`config.mk`:
```
export PLATFORM = sky130hd
export DESIGN_NAME = lbc_cell
export DESIGN_NICKNAME = d
export VERILOG_FILES = /design/src/hdl/lbc_pkg.sv /design/src/hdl/lbc_cell.sv
export SDC_FILE = /design/constraint.sdc
export NUM_CORES = 1
export LEC_CHECK = 0
export BUFFER_PORTS_ARGS = -buffer_cell sky130_fd_sc_hd__buf_2
export CORE_MARGIN = 10
export CORE_UTILIZATION = 40
export CTS_CLUSTER_DIAMETER = 80
export DETAILED_ROUTE_END_ITERATION = 10
export PLACE_DENSITY = 0.73
export SLEW_MARGIN = 25
export SYNTH_ARGS = -nofsm -noshare
export SYNTH_HDL_FRONTEND = slang
export SYNTH_SLANG_ARGS = --single-unit
```
`constraint.sdc`:
```
create_clock -name clk -period 2.7 [get_ports clk]
set_clock_uncertainty 0.05 [all_clocks]
set_input_delay 0.27 -clock clk [delete_from_list [all_inputs] [get_ports clk]]
set_output_delay 0.27 -clock clk [all_outputs]
set_load 0.01 [all_outputs]
```
`src/hdl/lbc_pkg.sv`:
```
// Shared types and command/status codes of the block-buffer cache.
package lbc_pkg;

  typedef enum logic [1:0] {
    CMD_ACQUIRE = 2'd0,
    CMD_RELEASE = 2'd1,
    CMD_PIN     = 2'd2,
    CMD_UNPIN   = 2'd3
  } cmd_t;

  typedef enum logic [1:0] {
    ST_OK       = 2'd0,
    ST_NO_FREE  = 2'd1,
    ST_COUNT    = 2'd2,
    ST_RSVD     = 2'd3
  } status_t;

  // cell update opcodes
  typedef enum logic [2:0] {
    UPD_NONE    = 3'd0,
    UPD_HIT     = 3'd1,
    UPD_RETAG   = 3'd2,
    UPD_INC     = 3'd3,
    UPD_DEC     = 3'd4,
    UPD_DEC_STP = 3'd5
  } upd_t;

  localparam int DEV_W = 8;
  localparam int BLK_W = 32;
  localparam int SLOT_W = 5;

  // cells per search segment; the chains are registered between segments
  localparam int SEG_CELLS = 8;

endpackage

```
`src/hdl/lbc_cell.sv`:
```
// One buffer slot: tag, count, stamp, valid bit, and one step of the search chains.
module lbc_cell #(
  parameter int IDX_W = 5,
  parameter int STAMP_BITS = 32,
  parameter int COUNT_BITS = 8,
  parameter int MY_IDX = 0
) (
  input  logic                       clk,
  input  logic                       rst_n,
  input  logic [lbc_pkg::DEV_W-1:0]  key_dev,
  input  logic [lbc_pkg::BLK_W-1:0]  key_blk,
  // hit chain from lower neighbor
  input  logic                       hit_in,
  input  logic [IDX_W-1:0]           hit_idx_in,
  output logic                       hit_out,
  output logic [IDX_W-1:0]           hit_idx_out,
  // oldest-free chain from lower neighbor
  input  logic                       free_in,
  input  logic [IDX_W-1:0]           free_idx_in,
  input  logic [STAMP_BITS-1:0]      free_stamp_in,
  output logic                       free_out,
  output logic [IDX_W-1:0]           free_idx_out,
  output logic [STAMP_BITS-1:0]      free_stamp_out,
  // update
  input  logic                       upd_sel,
  input  lbc_pkg::upd_t              upd_op,
  input  logic [STAMP_BITS-1:0]      upd_stamp,
  output logic [COUNT_BITS-1:0]      count,
  output logic                       valid
);

  logic [lbc_pkg::DEV_W-1:0] dev_r;
  logic [lbc_pkg::BLK_W-1:0] blk_r;
  logic [COUNT_BITS-1:0]     cnt_r;
  logic [STAMP_BITS-1:0]     stamp_r;
  logic                      valid_r;
  logic                      match;
  logic                      take_free;

  assign match = (dev_r == key_dev) && (blk_r == key_blk);
  assign hit_out = hit_in | match;
  assign hit_idx_out = hit_in ? hit_idx_in : IDX_W'(MY_IDX);

  assign take_free = (cnt_r == '0) && (!free_in || (stamp_r < free_stamp_in));
  assign free_out = free_in | (cnt_r == '0);
  assign free_idx_out = take_free ? IDX_W'(MY_IDX) : free_idx_in;
  assign free_stamp_out = take_free ? stamp_r : free_stamp_in;

  assign count = cnt_r;
  assign valid = valid_r;

  always_ff @(posedge clk) begin
    if (!rst_n) begin
      dev_r <= '0;
      blk_r <= '0;
      cnt_r <= '0;
      stamp_r <= '0;
      valid_r <= 1'b0;
    end else if (upd_sel) begin
      case (upd_op)
        lbc_pkg::UPD_HIT: begin
          cnt_r <= cnt_r + 1'b1;
          stamp_r <= upd_stamp;
          valid_r <= 1'b1;
        end
        lbc_pkg::UPD_RETAG: begin
          dev_r <= key_dev;
          blk_r <= key_blk;
          cnt_r <= COUNT_BITS'(1);
          stamp_r <= upd_stamp;
          valid_r <= 1'b1;
        end
        lbc_pkg::UPD_INC: cnt_r <= cnt_r + 1'b1;
        lbc_pkg::UPD_DEC: cnt_r <= cnt_r - 1'b1;
        lbc_pkg::UPD_DEC_STP: begin
          cnt_r <= cnt_r - 1'b1;
          stamp_r <= upd_stamp;
        end
        default: ;
      endcase
    end
  end

endmodule

```
==> qor.csv <==
stage,metric,value,unit
grt,antenna_found_initial,1,
worst_setup_path,cp-end-kind,primary output,
detailed_routing,routedWlPerCell,15.11,um
logic_synthesis,ys_seq_elements,81,
sta,slew-limit-headroom,0.5297,
floorplan,row_count,40,
logic_synthesis,synth_top_area_frac,0.3361,
worst_setup_path,crit_fanout,17,
power,p_total,0.003497,W
worst_hold_path,holdPathStages,3,
worst_setup_path,critPathRequiredTime,2.38,ns
detailed_routing,firstDrtPassIters,4,
grt,grt_overflow_total,0,
sta,setup_viol,33,
finish,n_antenna_cell,0,
clock_tree,cts_tree,yes,
finish,nets,950,
logic_synthesis,avgSynthCellArea,7.858,sq um
grt,grt.total_usage,0.1654,
clock_tree,htreeDepth,3,
sta,fin_crit,2.909,ns
logic_synthesis,syn_nets,774,
floorplan,ioPinCount,175,
logic_synthesis,synth-edff-count,0,
power,ir_worst_vdd,0.3316,mV
sta,hold_viol,0,
floorplan,core,11910,sq um
clock_tree,cts.sinks,81,
detailed_routing,via_count,4750,
floorplan,die_area,16850,sq um
logic_synthesis,synth_warnings,0,
placed_design,place_congestion,0.8522,
grt,grt_pass1_vias,4678,
floorplan,die_w,129.8,um
logic_synthesis,synth_area,4825,sq um
sta,max_freq,0.3437,GHz
finish,final_cell_mix,"nand2_1 (154), buf_2 (151), a21oi_1 (85)",
sta,layout_setup_ws,-0.2094,ns
outcome,outcome,"finished, violations left",
clock_tree,clockBufferDepth,2,
placed_design,port_buffers,174,
detailed_routing,via_per_inst,5.042,
detailed_routing,ant_nets,0,
flow_run,cap_viol_max_count,0,
finish,syn2layout_area_growth,37.86,%
detailed_routing,wl,14240,um
finish,finish.utilization,0.5584,
finish,layout_commonest_cell,nand2_1,
clock_tree,clk_pin_slew,0.07,ns
clock_tree,cts_made_buffers,9,
worst_setup_path,r2r_cells,9,
placed_design,dp_hpwl,10400,um
sta,rsz0062_at_grt,true,
sta,tightestPinTransition,0.7008,ns
worst_hold_path,hold_path_end,stamp_r[5]$_SDFFE_PN0P_,
sta,setup_tns,-5.967,ns
worst_setup_path,path_class,reg -> out,
worst_setup_path,rr_endpoint,count[6]$_SDFFE_PN0P_,
detailed_routing,drc_errors,0,
worst_setup_path,r2r-start,count[0]$_SDFFE_PN0P_,
logic_synthesis,synth_ff_type,dfxtp_1,
worst_setup_path,crit_path_start_kind,flip-flop,
floorplan,start_util,0.4050,
worst_setup_path,worstPathArrival,2.59,ns
logic_synthesis,synth-seq-area-share,0.3361,
detailed_routing,dr.first_iter.drc_count,259,
finish,finalNonFillerCells,942,
clock_tree,clock_latency,0.33,ns
worst_hold_path,min_path_type,in -> reg,
floorplan,die_h,129.8,um
logic_synthesis,synthTopCellsByArea,"dfxtp_1 (34%), nand2_1 (12%), ha_1 (9.6%)",
power,p_leak,3.129,nW
power,pwr_density_cell,525.7,nW/um^2
grt,grt_pass1_wl,22850,um
logic_synthesis,synth_cells,614,
worst_hold_path,hp-start,upd_stamp[5],
outcome,failed_checks,setup timing,
logic_synthesis,synth_area_leader_cell,dfxtp_1,
logic_synthesis,synthArstFlopShare,0,
clock_tree,cts.root.buffer_cell,clkbuf_16,
sta,hold_slack,0.1213,ns
worst_setup_path,r2r_setup_slack,0.40,ns
logic_synthesis,synthDistinctLibCells,48,
placed_design,dp.cells,921,
finish,drive_gt1_frac,0.3321,
sta,fin_crit_sh,1.078,
grt,grt_start_max_net_pins,53,
sta,maxSlewViolCount,0,
worst max-delay path, stage by stage (launching register included):
cell	delay, ns
dfxtp_2	0.34
ha_4	0.24
and3_4	0.18
a221oi_2	0.22
o31a_1	0.20
o2111ai_2	0.16
a21oi_4	0.25
buf_12	0.19
mux2_1	0.33
buf_2	0.15
power breakdown:
group	internal, W	total, W	switching, W	leakage [nW]
logic	0.000456	0.000872	0.000416	2.31
registers	0.00123	0.00127	0.0000334	0.660
clock network	0.000828	0.00136	0.000528	0.163
total	0.00252	0.00350	0.000978	3.13
layer usage:
layer / vias up / wire (um) / part of all wire / global-route usage
met5: - / 0 / 0 / 0
met4: 0 / 187 / 0.013 / 0.04960
met3: 13 / 924 / 0.065 / 0.04138
met2: 131 / 7018 / 0.49 / 0.2851
met1: 2173 / 6104 / 0.43 / 0.1983
li1: 2433 / - / - / -
synth_stat cells (all sizes together) (3+ instances only):
cell type	instances
nand2	156
a21oi	88
dfxtp	81
inv	41
ha	37
mux2	32
xor2	26
clkbuf	23
xnor2	17
nor2	16
nor4	11
nand3	9
nand4	9
nor2b	9
o21ai	8
and2	6
buf	5
nor3	5
a2111oi	3
a221oi	3
state kept, by name, summed over array words and instances, names as in the netlist:
register  cells
blk_r        32
stamp_r      32
count         8
dev_r         8
valid         1
logic make-up (layout without fill, tap and decap cells):
logic type / Yosys count / count (layout) / synth area share
AND/OR/NAND/NOR: 230 / 230 / 0.2075
flip-flops: 81 / 81 / 0.3361
AO/OA/AOI/OAI: 120 / 120 / 0.1445
adder cells (fa/ha/maj): 38 / 38 / 0.1001
multiplexers: 32 / 32 / 0.07469
XOR/XNOR: 43 / 43 / 0.07806
buffers and inverters: 70 / 251 / 0.05913
layout make-up:
class	count	area (sq um)
fillers	1085	5260
multi-input cells	463	3164
clock inverters	7	106.4
well taps	147	183.9
repair buffers	193	1185
inverters	42	157.7
clock buffers	9	225.2
flip-flops and latches	81	1629
metrics by stage:
step	worst slack (ns)	area, sq um
finish	-0.2094	6651
global placement	-0.02900	5886
detailed placement	-0.07505	5886
CTS	-0.2293	6641
floorplan	0.1758	4825
global route	-0.3232	6651
how the worst max path moves through the flow:
stage | start | to | slack, ns | depth (start not counted)
after global routing | stamp_r[7]$_SDFFE_PN0P_ | free_stamp_out[29] | -0.32 | 9
after detailed placement | free_stamp_in[6] | free_stamp_out[15] | -0.08 | 11
after global placement | free_stamp_in[6] | free_stamp_out[31] | -0.03 | 11
final | stamp_r[7]$_SDFFE_PN0P_ | free_stamp_out[27] | -0.21 | 9
after CTS | stamp_r[6]$_SDFFE_PN0P_ | free_stamp_out[14] | -0.23 | 10
after floorplan | free_stamp_in[6] | free_stamp_out[17] | 0.18 | 9
timing repair:
item	4_1_cts	5_1_grt
buffers inserted	8	0
setup endpoints to repair	37	37
resized for setup	68	10
gates cloned	1	0
hold buffers	0	0
pin swaps	8	12
Note: power is estimated with default switching activity, not from simulation.
